==> src/sv/assert_macros.svh <==
// Assertion macros for the file that carries concurrent checks.
`ifndef ASSERT_MACROS_SVH
`define ASSERT_MACROS_SVH

// Same-cycle implication, disabled while reset is asserted.
`define ASSERT_IMPL(lbl, clk, rst_n, ante, cons) \
    lbl: assert property (@(posedge clk) disable iff (!rst_n) (ante) |-> (cons)) \
        else $error("same-cycle implication check failed");

// Next-cycle implication, disabled while reset is asserted.
`define ASSERT_NEXT(lbl, clk, rst_n, ante, cons) \
    lbl: assert property (@(posedge clk) disable iff (!rst_n) (ante) |=> (cons)) \
        else $error("next-cycle implication check failed");

`endif

==> src/sv/gxb_pkg.sv <==
package gxb_pkg;

    localparam int DEFAULT_FRACTION_DIGITS = 4;

    localparam int MAG_W   = 30;
    localparam int COORD_W = 31;
    localparam int FRAC_W  = 3;
    localparam int POW10_W = 20;
    localparam int PROD_W  = MAG_W + POW10_W;

    localparam int QUEUE_DEPTH = 4;

    localparam logic [MAG_W-1:0] MAG_LIMIT     = MAG_W'(1000000000);
    localparam logic [MAG_W-1:0] MAG_LIMIT_D10 = MAG_W'(100000000);
    localparam longint           BOUND_BASE    = 100000;

    localparam logic [7:0] CHAR_TAB   = 8'h09;
    localparam logic [7:0] CHAR_LF    = 8'h0A;
    localparam logic [7:0] CHAR_VT    = 8'h0B;
    localparam logic [7:0] CHAR_FF    = 8'h0C;
    localparam logic [7:0] CHAR_CR    = 8'h0D;
    localparam logic [7:0] CHAR_SPACE = 8'h20;
    localparam logic [7:0] CHAR_PLUS  = 8'h2B;
    localparam logic [7:0] CHAR_MINUS = 8'h2D;
    localparam logic [7:0] CHAR_POINT = 8'h2E;
    localparam logic [7:0] CHAR_ZERO  = 8'h30;
    localparam logic [7:0] CHAR_NINE  = 8'h39;
    localparam logic [7:0] CHAR_X     = 8'h58;
    localparam logic [7:0] CHAR_Y     = 8'h59;
    localparam logic [7:0] LOWER_LO   = 8'd96;
    localparam logic [7:0] LOWER_HI   = 8'd123;
    localparam logic [7:0] CASE_BIT   = 8'h20;

    typedef enum logic [1:0] {
        PH_SIGN,
        PH_INT,
        PH_FRAC,
        PH_DONE
    } t_phase;

    typedef enum logic [1:0] {
        AXIS_NONE,
        AXIS_X,
        AXIS_Y
    } t_axis;

    // One finished X/Y word, or an end-of-stream marker.
    typedef struct packed {
        logic              eos;
        t_axis             axis;
        logic              negative;
        logic [MAG_W-1:0]  mag;
        logic [FRAC_W-1:0] frac;
    } t_event;

    // Initial bound magnitude: BOUND_BASE scaled up by the fraction digits, capped.
    function automatic logic [COORD_W-1:0] bound_init(input int fd);
        longint m;
        m = BOUND_BASE;
        for (int i = 0; i < fd; i++) begin
            m = (m > longint'(MAG_LIMIT_D10)) ? longint'(MAG_LIMIT) : m * 10;
        end
        return COORD_W'(m);
    endfunction

    function automatic logic [POW10_W-1:0] pow10(input logic [FRAC_W-1:0] k);
        logic [POW10_W-1:0] p;
        unique case (k)
            3'd0:    p = POW10_W'(1);
            3'd1:    p = POW10_W'(10);
            3'd2:    p = POW10_W'(100);
            3'd3:    p = POW10_W'(1000);
            3'd4:    p = POW10_W'(10000);
            3'd5:    p = POW10_W'(100000);
            3'd6:    p = POW10_W'(1000000);
            default: p = POW10_W'(1);
        endcase
        return p;
    endfunction

endpackage

==> src/sv/gxb_front.sv <==
module gxb_front #(
    parameter int FRACTION_DIGITS = gxb_pkg::DEFAULT_FRACTION_DIGITS
) (
    input  logic            i_clk,
    input  logic            i_rst_n,
    input  logic            i_accept,
    input  logic [7:0]      i_byte_value,
    input  logic            i_end_of_stream,
    output logic            o_push,
    output gxb_pkg::t_event o_event
);
    import gxb_pkg::*;

    localparam logic [FRAC_W-1:0] FracMax = FRAC_W'(FRACTION_DIGITS);

    logic              r_header_done, n_header_done;
    logic [7:0]        r_prev, n_prev;
    logic              r_started, n_started;
    t_axis             r_axis, n_axis;
    logic [MAG_W-1:0]  r_acc, n_acc;
    logic [FRAC_W-1:0] r_frac, n_frac;
    logic              r_neg, n_neg;
    t_phase            r_phase, n_phase;

    logic [7:0]       w_c;
    logic             w_cr, w_sep, w_digit, w_body, w_word_end;
    logic [3:0]       w_d;
    logic [MAG_W-1:0] w_acc10, w_accd, w_acc_digit;
    t_axis            w_class;

    assign w_cr = (i_byte_value == CHAR_CR);
    assign w_c  = (i_byte_value > LOWER_LO && i_byte_value < LOWER_HI)
                  ? (i_byte_value & ~CASE_BIT) : i_byte_value;
    assign w_sep   = (w_c == CHAR_SPACE) || (w_c == CHAR_LF);
    assign w_digit = (w_c >= CHAR_ZERO) && (w_c <= CHAR_NINE);
    assign w_d     = 4'(w_c - CHAR_ZERO);
    assign w_class = (w_c == CHAR_X) ? AXIS_X : ((w_c == CHAR_Y) ? AXIS_Y : AXIS_NONE);

    // Saturating decimal shift-add of one digit into the magnitude.
    assign w_acc10     = (r_acc > MAG_LIMIT_D10) ? MAG_LIMIT : ((r_acc << 3) + (r_acc << 1));
    assign w_accd      = w_acc10 + MAG_W'(w_d);
    assign w_acc_digit = (w_accd > MAG_LIMIT) ? MAG_LIMIT : w_accd;

    assign w_body     = i_accept && !i_end_of_stream && !w_cr && r_header_done;
    assign w_word_end = w_body && w_sep && r_started;

    always_comb begin
        o_push = i_accept && (i_end_of_stream || (w_word_end && (r_axis != AXIS_NONE)));
        o_event.eos      = i_end_of_stream;
        o_event.axis     = r_axis;
        o_event.negative = r_neg;
        o_event.mag      = r_acc;
        o_event.frac     = r_frac;
    end

    always_comb begin
        n_header_done = r_header_done;
        n_prev        = r_prev;
        n_started     = r_started;
        n_axis        = r_axis;
        n_acc         = r_acc;
        n_frac        = r_frac;
        n_neg         = r_neg;
        n_phase       = r_phase;
        if (i_accept && i_end_of_stream) begin
            n_header_done = 1'b0;
            n_prev        = 8'h00;
            n_started     = 1'b0;
            n_axis        = AXIS_NONE;
            n_acc         = '0;
            n_frac        = '0;
            n_neg         = 1'b0;
            n_phase       = PH_SIGN;
        end else if (i_accept && !w_cr && !r_header_done) begin
            if (r_prev == CHAR_LF && i_byte_value == CHAR_LF) begin
                n_header_done = 1'b1;
            end else begin
                n_prev = i_byte_value;
            end
        end else if (w_body && w_sep) begin
            n_started = 1'b0;
            n_axis    = AXIS_NONE;
            n_acc     = '0;
            n_frac    = '0;
            n_neg     = 1'b0;
            n_phase   = PH_SIGN;
        end else if (w_body && !r_started) begin
            n_started = 1'b1;
            n_axis    = w_class;
            n_acc     = '0;
            n_frac    = '0;
            n_neg     = 1'b0;
            n_phase   = PH_SIGN;
        end else if (w_body) begin
            unique case (r_phase)
                PH_SIGN: begin
                    if (w_c == CHAR_TAB || w_c == CHAR_VT || w_c == CHAR_FF) begin
                        n_phase = PH_SIGN;
                    end else if (w_c == CHAR_PLUS || w_c == CHAR_MINUS) begin
                        n_neg   = (w_c == CHAR_MINUS);
                        n_phase = PH_INT;
                    end else if (w_c == CHAR_POINT) begin
                        n_phase = PH_FRAC;
                    end else if (w_digit) begin
                        n_acc   = MAG_W'(w_d);
                        n_phase = PH_INT;
                    end else begin
                        n_phase = PH_DONE;
                    end
                end
                PH_INT: begin
                    if (w_digit) begin
                        n_acc = w_acc_digit;
                    end else if (w_c == CHAR_POINT) begin
                        n_phase = PH_FRAC;
                    end else begin
                        n_phase = PH_DONE;
                    end
                end
                PH_FRAC: begin
                    if (w_digit) begin
                        if (r_frac < FracMax) begin
                            n_acc  = w_acc_digit;
                            n_frac = r_frac + FRAC_W'(1);
                        end
                    end else begin
                        n_phase = PH_DONE;
                    end
                end
                PH_DONE: begin
                    n_phase = PH_DONE;
                end
                default: begin
                    n_phase = PH_DONE;
                end
            endcase
        end
    end

    always_ff @(posedge i_clk) begin
        if (!i_rst_n) begin
            r_header_done <= 1'b0;
            r_prev        <= 8'h00;
            r_started     <= 1'b0;
            r_axis        <= AXIS_NONE;
            r_acc         <= '0;
            r_frac        <= '0;
            r_neg         <= 1'b0;
            r_phase       <= PH_SIGN;
        end else begin
            r_header_done <= n_header_done;
            r_prev        <= n_prev;
            r_started     <= n_started;
            r_axis        <= n_axis;
            r_acc         <= n_acc;
            r_frac        <= n_frac;
            r_neg         <= n_neg;
            r_phase       <= n_phase;
        end
    end

endmodule

==> src/sv/gxb_queue.sv <==
module gxb_queue (
    input  logic            i_clk,
    input  logic            i_rst_n,
    input  logic            i_push,
    input  gxb_pkg::t_event i_event,
    input  logic            i_pop,
    output logic            o_full,
    output logic            o_valid,
    output gxb_pkg::t_event o_head
);
    import gxb_pkg::*;

    localparam int PtrW = $clog2(QUEUE_DEPTH);
    localparam int CntW = $clog2(QUEUE_DEPTH + 1);

    t_event          r_mem [QUEUE_DEPTH];
    logic [PtrW-1:0] r_wr_ptr, r_rd_ptr;
    logic [CntW-1:0] r_count;
    logic            w_push, w_pop;

    assign o_full  = (r_count == CntW'(QUEUE_DEPTH));
    assign o_valid = (r_count != '0);
    assign o_head  = r_mem[r_rd_ptr];
    assign w_push  = i_push && !o_full;
    assign w_pop   = i_pop && o_valid;

    always_ff @(posedge i_clk) begin
        if (w_push) begin
            r_mem[r_wr_ptr] <= i_event;
        end
    end

    always_ff @(posedge i_clk) begin
        if (!i_rst_n) begin
            r_wr_ptr <= '0;
            r_rd_ptr <= '0;
            r_count  <= '0;
        end else begin
            if (w_push) begin
                r_wr_ptr <= (r_wr_ptr == PtrW'(QUEUE_DEPTH - 1)) ? '0 : r_wr_ptr + PtrW'(1);
            end
            if (w_pop) begin
                r_rd_ptr <= (r_rd_ptr == PtrW'(QUEUE_DEPTH - 1)) ? '0 : r_rd_ptr + PtrW'(1);
            end
            if (w_push && !w_pop) begin
                r_count <= r_count + CntW'(1);
            end else if (w_pop && !w_push) begin
                r_count <= r_count - CntW'(1);
            end
        end
    end

endmodule

==> src/sv/gxb_back.sv <==
module gxb_back #(
    parameter int FRACTION_DIGITS = gxb_pkg::DEFAULT_FRACTION_DIGITS
) (
    input  logic                                 i_clk,
    input  logic                                 i_rst_n,
    input  logic                                 i_q_valid,
    input  gxb_pkg::t_event                      i_q_head,
    output logic                                 o_pop,
    output logic                                 o_out_valid,
    input  logic                                 i_out_ready,
    output logic signed [gxb_pkg::COORD_W-1:0]   o_corner_x,
    output logic signed [gxb_pkg::COORD_W-1:0]   o_corner_y,
    output logic                                 o_last_corner
);
    import gxb_pkg::*;

    localparam logic signed [COORD_W-1:0] BoundInit = bound_init(FRACTION_DIGITS);
    localparam logic [FRAC_W-1:0]         FracMax   = FRAC_W'(FRACTION_DIGITS);
    localparam logic [2:0]                LastCorner = 3'd4;

    // Scaling stage: magnitude times the missing power of ten.
    logic              r_a_valid;
    logic [PROD_W-1:0] r_a_prod;
    t_axis             r_a_axis;
    logic              r_a_neg;

    // Signed value stage.
    logic                      r_b_valid;
    logic signed [COORD_W-1:0] r_b_value;
    t_axis                     r_b_axis;

    logic signed [COORD_W-1:0] r_xmin, r_xmax, r_ymin, r_ymax;
    logic [2:0]                r_corner;

    logic                      r_o_valid;
    logic signed [COORD_W-1:0] r_o_x, r_o_y;
    logic                      r_o_last;

    logic                      w_word_pop, w_out_load, w_emit;
    logic [MAG_W-1:0]          w_a_mag;
    logic signed [COORD_W-1:0] w_a_value, w_cx, w_cy;

    assign w_word_pop = i_q_valid && !i_q_head.eos;
    assign w_out_load = !r_o_valid || i_out_ready;
    assign w_emit     = i_q_valid && i_q_head.eos && !r_a_valid && !r_b_valid && w_out_load;
    assign o_pop      = w_word_pop || (w_emit && (r_corner == LastCorner));

    assign w_a_mag   = (r_a_prod > PROD_W'(MAG_LIMIT)) ? MAG_LIMIT : r_a_prod[MAG_W-1:0];
    assign w_a_value = r_a_neg ? -$signed({1'b0, w_a_mag}) : $signed({1'b0, w_a_mag});

    always_comb begin
        unique case (r_corner)
            3'd0:    begin w_cx = r_xmin; w_cy = r_ymin; end
            3'd1:    begin w_cx = r_xmax; w_cy = r_ymin; end
            3'd2:    begin w_cx = r_xmax; w_cy = r_ymax; end
            3'd3:    begin w_cx = r_xmin; w_cy = r_ymax; end
            default: begin w_cx = r_xmin; w_cy = r_ymin; end
        endcase
    end

    always_ff @(posedge i_clk) begin
        r_a_prod  <= PROD_W'(i_q_head.mag) * PROD_W'(pow10(FracMax - i_q_head.frac));
        r_a_axis  <= i_q_head.axis;
        r_a_neg   <= i_q_head.negative;
        r_b_value <= w_a_value;
        r_b_axis  <= r_a_axis;
        if (w_emit) begin
            r_o_x    <= w_cx;
            r_o_y    <= w_cy;
            r_o_last <= (r_corner == LastCorner);
        end
    end

    always_ff @(posedge i_clk) begin
        if (!i_rst_n) begin
            r_a_valid <= 1'b0;
            r_b_valid <= 1'b0;
            r_o_valid <= 1'b0;
            r_corner  <= '0;
            r_xmin    <= BoundInit;
            r_ymin    <= BoundInit;
            r_xmax    <= -BoundInit;
            r_ymax    <= -BoundInit;
        end else begin
            r_a_valid <= w_word_pop;
            r_b_valid <= r_a_valid;
            if (w_out_load) begin
                r_o_valid <= w_emit;
            end
            if (w_emit) begin
                r_corner <= (r_corner == LastCorner) ? '0 : r_corner + 3'd1;
            end
            if (w_emit && (r_corner == LastCorner)) begin
                r_xmin <= BoundInit;
                r_ymin <= BoundInit;
                r_xmax <= -BoundInit;
                r_ymax <= -BoundInit;
            end else if (r_b_valid && r_b_axis == AXIS_X) begin
                if (r_b_value < r_xmin) r_xmin <= r_b_value;
                if (r_b_value > r_xmax) r_xmax <= r_b_value;
            end else if (r_b_valid && r_b_axis == AXIS_Y) begin
                if (r_b_value < r_ymin) r_ymin <= r_b_value;
                if (r_b_value > r_ymax) r_ymax <= r_b_value;
            end
        end
    end

    assign o_out_valid   = r_o_valid;
    assign o_corner_x    = r_o_x;
    assign o_corner_y    = r_o_y;
    assign o_last_corner = r_o_last;

endmodule

==> src/sv/gcode_xy_bounding_box.sv <==
// XY bounding box of a toolpath text stream. One byte is taken per request, and a new
// request is accepted every clock cycle as long as the four-entry event queue between the
// byte parser and the bounds unit has room. The parser skips the header up to the first
// blank line, drops carriage returns, splits the body into words and accumulates the
// decimal value of X and Y words as it goes; each finished X or Y word becomes one queue
// entry. The bounds unit scales a word's magnitude in one multiplier stage, forms the
// signed value in a second stage and updates the running minimum and maximum, so one word
// retires per cycle. An end-of-stream request waits at the head of the queue until those
// two stages are empty, then the five corners leave the output register one per cycle
// while the consumer is ready: (xmin,ymin), (xmax,ymin), (xmax,ymax), (xmin,ymax),
// (xmin,ymin), the last one flagged. Both parser and bounds return to their reset
// state. Byte input stalls only while the queue is full. The end-of-stream entry keeps its
// queue slot until the fifth corner has been issued, so the queue can fill while the
// corners drain, above all when corner output is held back by the consumer.
module gcode_xy_bounding_box #(
    parameter int FRACTION_DIGITS = gxb_pkg::DEFAULT_FRACTION_DIGITS
) (
    input  logic                               i_clk,
    input  logic                               i_rst_n,
    input  logic                               i_in_valid,
    output logic                               o_in_ready,
    input  logic [7:0]                         i_byte_value,
    input  logic                               i_end_of_stream,
    output logic                               o_out_valid,
    input  logic                               i_out_ready,
    output logic signed [gxb_pkg::COORD_W-1:0] o_corner_x,
    output logic signed [gxb_pkg::COORD_W-1:0] o_corner_y,
    output logic                               o_last_corner
);
    import gxb_pkg::*;

`include "assert_macros.svh"

    localparam logic signed [COORD_W-1:0] BoundInit = bound_init(FRACTION_DIGITS);

    logic   w_accept, w_push, w_full, w_q_valid, w_pop;
    t_event w_event, w_head;
    logic   w_x_in_range, w_y_in_range, w_last_taken, w_last_shown;

    // The parser commits each byte in the cycle it is accepted, so ready only
    // needs to guarantee room for the one event that byte may produce.
    assign o_in_ready = !w_full;
    assign w_accept   = i_in_valid && o_in_ready;

    gxb_front #(
        .FRACTION_DIGITS(FRACTION_DIGITS)
    ) u_front (
        .i_clk          (i_clk),
        .i_rst_n        (i_rst_n),
        .i_accept       (w_accept),
        .i_byte_value   (i_byte_value),
        .i_end_of_stream(i_end_of_stream),
        .o_push         (w_push),
        .o_event        (w_event)
    );

    gxb_queue u_queue (
        .i_clk  (i_clk),
        .i_rst_n(i_rst_n),
        .i_push (w_push),
        .i_event(w_event),
        .i_pop  (w_pop),
        .o_full (w_full),
        .o_valid(w_q_valid),
        .o_head (w_head)
    );

    gxb_back #(
        .FRACTION_DIGITS(FRACTION_DIGITS)
    ) u_back (
        .i_clk        (i_clk),
        .i_rst_n      (i_rst_n),
        .i_q_valid    (w_q_valid),
        .i_q_head     (w_head),
        .o_pop        (w_pop),
        .o_out_valid  (o_out_valid),
        .i_out_ready  (i_out_ready),
        .o_corner_x   (o_corner_x),
        .o_corner_y   (o_corner_y),
        .o_last_corner(o_last_corner)
    );

    assign w_x_in_range = (o_corner_x <= BoundInit) && (o_corner_x >= -BoundInit);
    assign w_y_in_range = (o_corner_y <= BoundInit) && (o_corner_y >= -BoundInit);
    assign w_last_taken = o_out_valid && i_out_ready && o_last_corner;
    assign w_last_shown = o_out_valid && o_last_corner;

    // An event is never offered to a full queue; it would be lost silently.
    `ASSERT_IMPL(a_no_queue_overflow, i_clk, i_rst_n, w_push, !w_full)
    // Saturation keeps every corner inside the initial bounds.
    `ASSERT_IMPL(a_corner_x_range, i_clk, i_rst_n, o_out_valid, w_x_in_range)
    `ASSERT_IMPL(a_corner_y_range, i_clk, i_rst_n, o_out_valid, w_y_in_range)
    // A rectangle always restarts at its first corner after the closing one.
    `ASSERT_NEXT(a_restart_after_last, i_clk, i_rst_n, w_last_taken, !w_last_shown)

endmodule

==> config.mk <==
export PLATFORM = sky130hd
export DESIGN_NAME = gcode_xy_bounding_box
export DESIGN_NICKNAME = d
export VERILOG_FILES = /design/src/sv/gxb_pkg.sv /design/src/sv/gxb_front.sv /design/src/sv/gxb_queue.sv /design/src/sv/gxb_back.sv /design/src/sv/gcode_xy_bounding_box.sv
export VERILOG_INCLUDE_DIRS = /design/src /design/src/sv
export SDC_FILE = /design/constraint.sdc
export NUM_CORES = 2
export LEC_CHECK = 0
export BUFFER_PORTS_ARGS = -buffer_cell sky130_fd_sc_hd__buf_2
export CORE_UTILIZATION = 50
export DETAILED_ROUTE_END_ITERATION = 8
export PLACE_DENSITY = 0.68
export RECOVER_POWER = 100
export SLEW_MARGIN = 20
export SYNTH_ARGS = -nofsm -noshare
export SYNTH_HDL_FRONTEND = slang
export SYNTH_HIERARCHICAL = 1
export SYNTH_SLANG_ARGS = --single-unit
==> constraint.sdc <==
create_clock -name i_clk -period 7.8 [get_ports i_clk]
set_clock_uncertainty 0.2 [all_clocks]
set_input_delay 0.39 -clock i_clk [delete_from_list [all_inputs] [get_ports i_clk]]
set_output_delay 0.39 -clock i_clk [all_outputs]
set_load 0.02 [all_outputs]
After elaboration in Yosys (flattened, before gate mapping). Memory sizes are Yosys's and may differ from the RTL's. A register that Yosys moved wholly into a read port is not among the register bits. Index checks and enable logic that the tools add are counted. W data, S select, Z words.

Bits in registers: 334. RAM bits: 148. Bits of input ports: 13. Output and inout port bits: 65. Logic and storage cells: 227. Memories kept: 1.

$add $sub $neg: 11. Multipliers: 1. Order comparisons: 12. Equal/unequal tests: 41. Multiplexer cells: 57. Bitwise operators: 4. Reductions and logical operators: 72.

Memories: u_queue.r_mem (depth 4, width 37, rd ports 1, clocked after memory_dff 1, write ports 1, RTL line gxb_queue.sv:16) `t_event r_mem [QUEUE_DEPTH];`.

Operators by type and width (count): $mux W30 (14); $pmux W20 S6 (1); $pmux W30 S3 (1); $gt A31 B31 Y1 (2); $lt A31 B31 Y1 (2); $mux W31 (2); $eq A8 B4 Y1 const B (7); $gt A50 B30 Y1 const B (1); $mul A30 B20 Y50 (1); $mux W2 (17); $eq A8 B6 Y1 const B (4); $neg A30 Y31 (1); $add A30 B30 Y30 (1); $add A30 B4 Y30 (1); $gt A30 B27 Y1 const B (1); $gt A30 B30 Y1 const B (1); $logic_and A1 B1 Y1 (27); $mux W3 (9); $reduce_bool A3 Y1 (7); $eq A8 B7 Y1 const B (2); $ne A4 B1 Y1 const B (4); $eq A3 B3 Y1 const B (5); $eq A3 B2 Y1 const B (4); $ne A4 B2 Y1 const B (3); other kinds (30) (80).

Depth between registers and ports, before layout.
Depth in word-level cells: 16. Gate-level depth with buffers: 35. Mapped depth without buffers: 29.

By module. Netlist, hierarchy kept.

By module, submodules not included: gxb_back (instances 1, cells an instance 3386, area an instance 30558.1 um^2, sequential area each 6216.0 um^2); gxb_queue (instances 1, cells an instance 244, area an instance 5876.9 um^2, sequential area each 4624.4 um^2); gxb_front (instances 1, cells an instance 653, area an instance 4974.8 um^2, sequential area each 960.9 um^2); gcode_xy_bounding_box (instances 1, cells an instance 2, area an instance 10.0 um^2, sequential area each 0.0 um^2).

Worst setup path before layout. OpenSTA, ideal clock, no wires.

Path type: register -> register. Start: register (tool-made name). End: register u_back.r_a_prod[44]. Setup time: 0.120 ns. Data arrival time: 8.159 ns. Data required time: 7.480 ns. Setup slack: -0.679 ns. Stages on the path, launching flop included: 34. Path buffers: 7. Period minus slack after synthesis: 8.479 ns. Cells stage by stage: dfxtp_1 -> buf_6 -> buf_12 -> mux4_2 -> clkbuf_1 -> nor2b_1 -> nor2b_1 -> clkbuf_1 -> clkbuf_1 -> clkbuf_1 -> nand2_1 -> nand2_1 -> fa_1 -> inv_1 -> fa_1 -> fa_1 -> inv_1 -> fa_1 -> fa_1 -> fa_1 -> inv_1 -> fa_1 -> inv_1 -> ha_1 -> clkbuf_1 -> nand4_1 -> nor3_1 -> a21oi_1 -> nand3_1 -> a22oi_1 -> o31ai_2 -> nand4_1 -> and2_1 -> xnor2_1.

RTL lines: end signal: assignment (RTL line gxb_back.sv:62) `r_a_prod <= PROD_W'(i_q_head.mag) * PROD_W'(pow10(FracMax - i_q_head.frac));`; end: declaration (RTL line gxb_back.sv:23) `logic [PROD_W-1:0] r_a_prod;`.

==> metrics.csv <==
metric,value,unit
maxCapViolations,10,
syn_to_final_growth,15.4,%
slowest_delay,0.61,ns
viasPerCell,5.51,
crit_cells,26,
clock_sinks,484,
syn_inst,4285,
end_kind,flip-flop,
critPathSlowestCell,fa_2,
startpoint_type,flip-flop,
htreeDepth,2,
grt_antenna_before_repair,2,
min_path_type,in2reg,
drt_wl_total,107000,um
synth_top_area_share,21.4,%
antenna_left,0,
cp_num_buf_inv,7,
fin_crit_sh,99.9,%
core_area,82000,um2
dp_hpwl,86100,um
outcome,"finished, violations left",
fin_nets,5400,
cts-root-buf,clkbuf_16,
port_buffers,77,
met1_length,46500,um
top_layer,met4,
grt_max_degree,80,
cts_tree,done,
grt_setup_unrepaired,yes,
fin_ws,0.00932,ns
max_slew_margin,-122,%
cts_made_buffers,51,
arrival,8.08,ns
row_count,105,
drive_gt1_share,14.4,%
cp_max_fo,7,
avgSynthCellArea,9.67,um2
setup_violations,0,
path_class,reg2reg,
first_pass_iters,7,
synth.distinct_cells,101,
ys_ff_latch,484,
min_period,7.79,ns
cp_common_cell,fa_1,
final_common_cell,inv_1,
worst_skew_pair.late_latency,0.62,ns
grt_pass1_vias,31895,
yosys_most_used_dff,dfxtp_1,
cts.clk_slew.worst_paths,0.06,ns
crit_required,8.09,ns
violations,"design-rule violations, max-capacitance violations, max-slew violations",
holdPathStages,3,
grtUsageTotal,25.4,%
ys_top_cells_by_area,"fa_1, edfxtp_1, dfxtp_1",
mostFrequentLayoutCells,"inv_1, fa_1, nand2_1, ha_1, buf_4",
ff2ff_path_depth,26,
n_antenna_cell,0,
tns,0,ns
synth_fp_nets,5096,
post-place-ws,-0.173,ns
hold_viol_final,0,
yosys.area.top_type,fa_1,
ys_seq_area_share,28.5,%
wl_met3,4870,um
wl_per_cell,18.8,um
max_slew.worst_pin.slew,3.33,ns
max_freq,0.128,GHz
slew_viol_final,550,
gp_congestion,0.954,
crit_family,adder cells,
drt_iter0_markers,1891,
grt_pass1_wl,171000,um
synth_edf_count,211,
pin_count,78,
overflow,0,
start_util,50.5,%
clock_path_buffers,3,
route.met2.wl,52100,um
drc,2,
die_y,290,um
syn-cell-area,41400,um2
yosys_warnings,6,
die_x,290,um
vias,31429,
die-area,84000,um2
synthArstFlopShare,0,%
==> cell families after synthesis <==
family / after synthesis / share of synthesized area (%)
flip-flops: 484 / 28.5
adder cells (fa/ha/maj): 798 / 32.1
multiplexers: 53 / 2.47
XOR/XNOR: 110 / 2.33
AO/OA/AOI/OAI: 727 / 11.3
buffers and inverters: 904 / 8.43
AND/OR/NAND/NOR: 1209 / 14.8
==> cell type report <==
class                   instances  area (um2)
multi-input cells            2898       26900
flip-flops and latches        484       11800
clock inverters                33         403
well taps                    1070        1340
inverters                     706        2650
repair buffers                448        3250
fillers                      7141       34200
clock buffers                  63        1440
==> timing repair <==
action | in CTS | in global routing
hold buffers | 9 | 0
gates resized for setup | 53 | 89
endpoints found under the hold margin | 12 | 0
pin swaps | 39 | 52
endpoints found under the setup margin | 15 | 24
gates cloned | 2 | 0
buffers inserted | 18 | 7
==> synth_stat cells, types with 8 or more instances <==
cell type / count
nand2_1: 403
a311oi_1: 12
a21oi_1: 145
o21a_1: 17
or3_1: 14
or2_2: 19
and2_1: 152
nor3b_1: 14
nand3_1: 118
dfxtp_1: 273
a211oi_1: 27
o311ai_0: 10
xnor2_1: 68
nor2b_1: 26
mux2i_1: 14
clkbuf_1: 174
a31oi_1: 59
and3_1: 83
and4_1: 11
mux4_2: 30
or4_1: 8
nand4_1: 42
o21ai_1: 8
a21o_1: 77
nor3_1: 77
o21ai_0: 207
buf_2: 10
o31ai_1: 39
inv_1: 705
nor4_1: 22
o211ai_1: 22
o21bai_1: 11
fa_1: 443
edfxtp_1: 211
nand2b_1: 35
nor2_1: 147
xor2_1: 42
ha_1: 355
a32o_1: 10
==> metal layers <==
metal / vias up / GRT usage, %
met2: 835 / 43.7
met3: 210 / 2.74
met4: 0 / 8.98
met5: - / 0
li1: 14991 / -
met1: 15393 / 33.2
==> per-stage QoR <==
stage	area (um2)	hold WS (ns)	util [%]	cells
floorplan	41700	0.110	-	4285
global route	47800	0.0361	58.3	5702
detailed placement	45200	0.116	55.2	5570
finish	47800	0.0282	58.3	5702
global placement	45200	0.112	55.2	5570
CTS	47600	0.0123	58.0	5695
==> path summary, 6_finish.rpt <==
kind | start | end | slack, ns
setup / recovery | flip-flop | u_back/r_a_prod[44]$_DFF_P_ | 0.009
hold reg to reg | u_back/r_a_axis[1]$_DFF_P_ | u_back/r_b_axis[1]$_DFF_P_ | 0.13
setup reg to reg | flip-flop | u_back/r_a_prod[44]$_DFF_P_ | 0.009
hold / removal | i_rst_n | u_queue/r_wr_ptr[1]$_SDFFE_PN0P_ | 0.03
==> worst register-to-register path, cell delays in order, from the launching register on <==
cell and delay [ns]:
dfxtp_4 0.39, mux4_2 0.54, buf_12 0.17, buf_4 0.17, buf_4 0.17, and3_4 0.21
or3_4 0.40, fa_1 0.50, inv_1 0.05, fa_1 0.43, fa_1 0.49, inv_1 0.06
fa_2 0.61, fa_1 0.43, fa_1 0.55, inv_1 0.05, fa_1 0.52, inv_1 0.06
ha_4 0.29, a21oi_1 0.07, nor2b_1 0.18, nor4_2 0.08, o41a_1 0.47, o31ai_4 0.11
nand4_1 0.20, and2_4 0.19, xnor2_2 0.12
==> sequential cells by signal, summed over array words and instances (netlist names), 31 cells and up, named ones only <==
register and flops:
u_queue/r_mem 148, u_back/r_a_prod 50, u_back/o_corner_x 31, u_back/o_corner_y 31, u_back/r_b_value 31, u_back/r_xmax 31, u_back/r_xmin 31, u_back/r_ymax 31
u_back/r_ymin 31
Power is not shown: default switching activity piles up to over one toggle a cycle in this logic, so the estimate is an artifact.
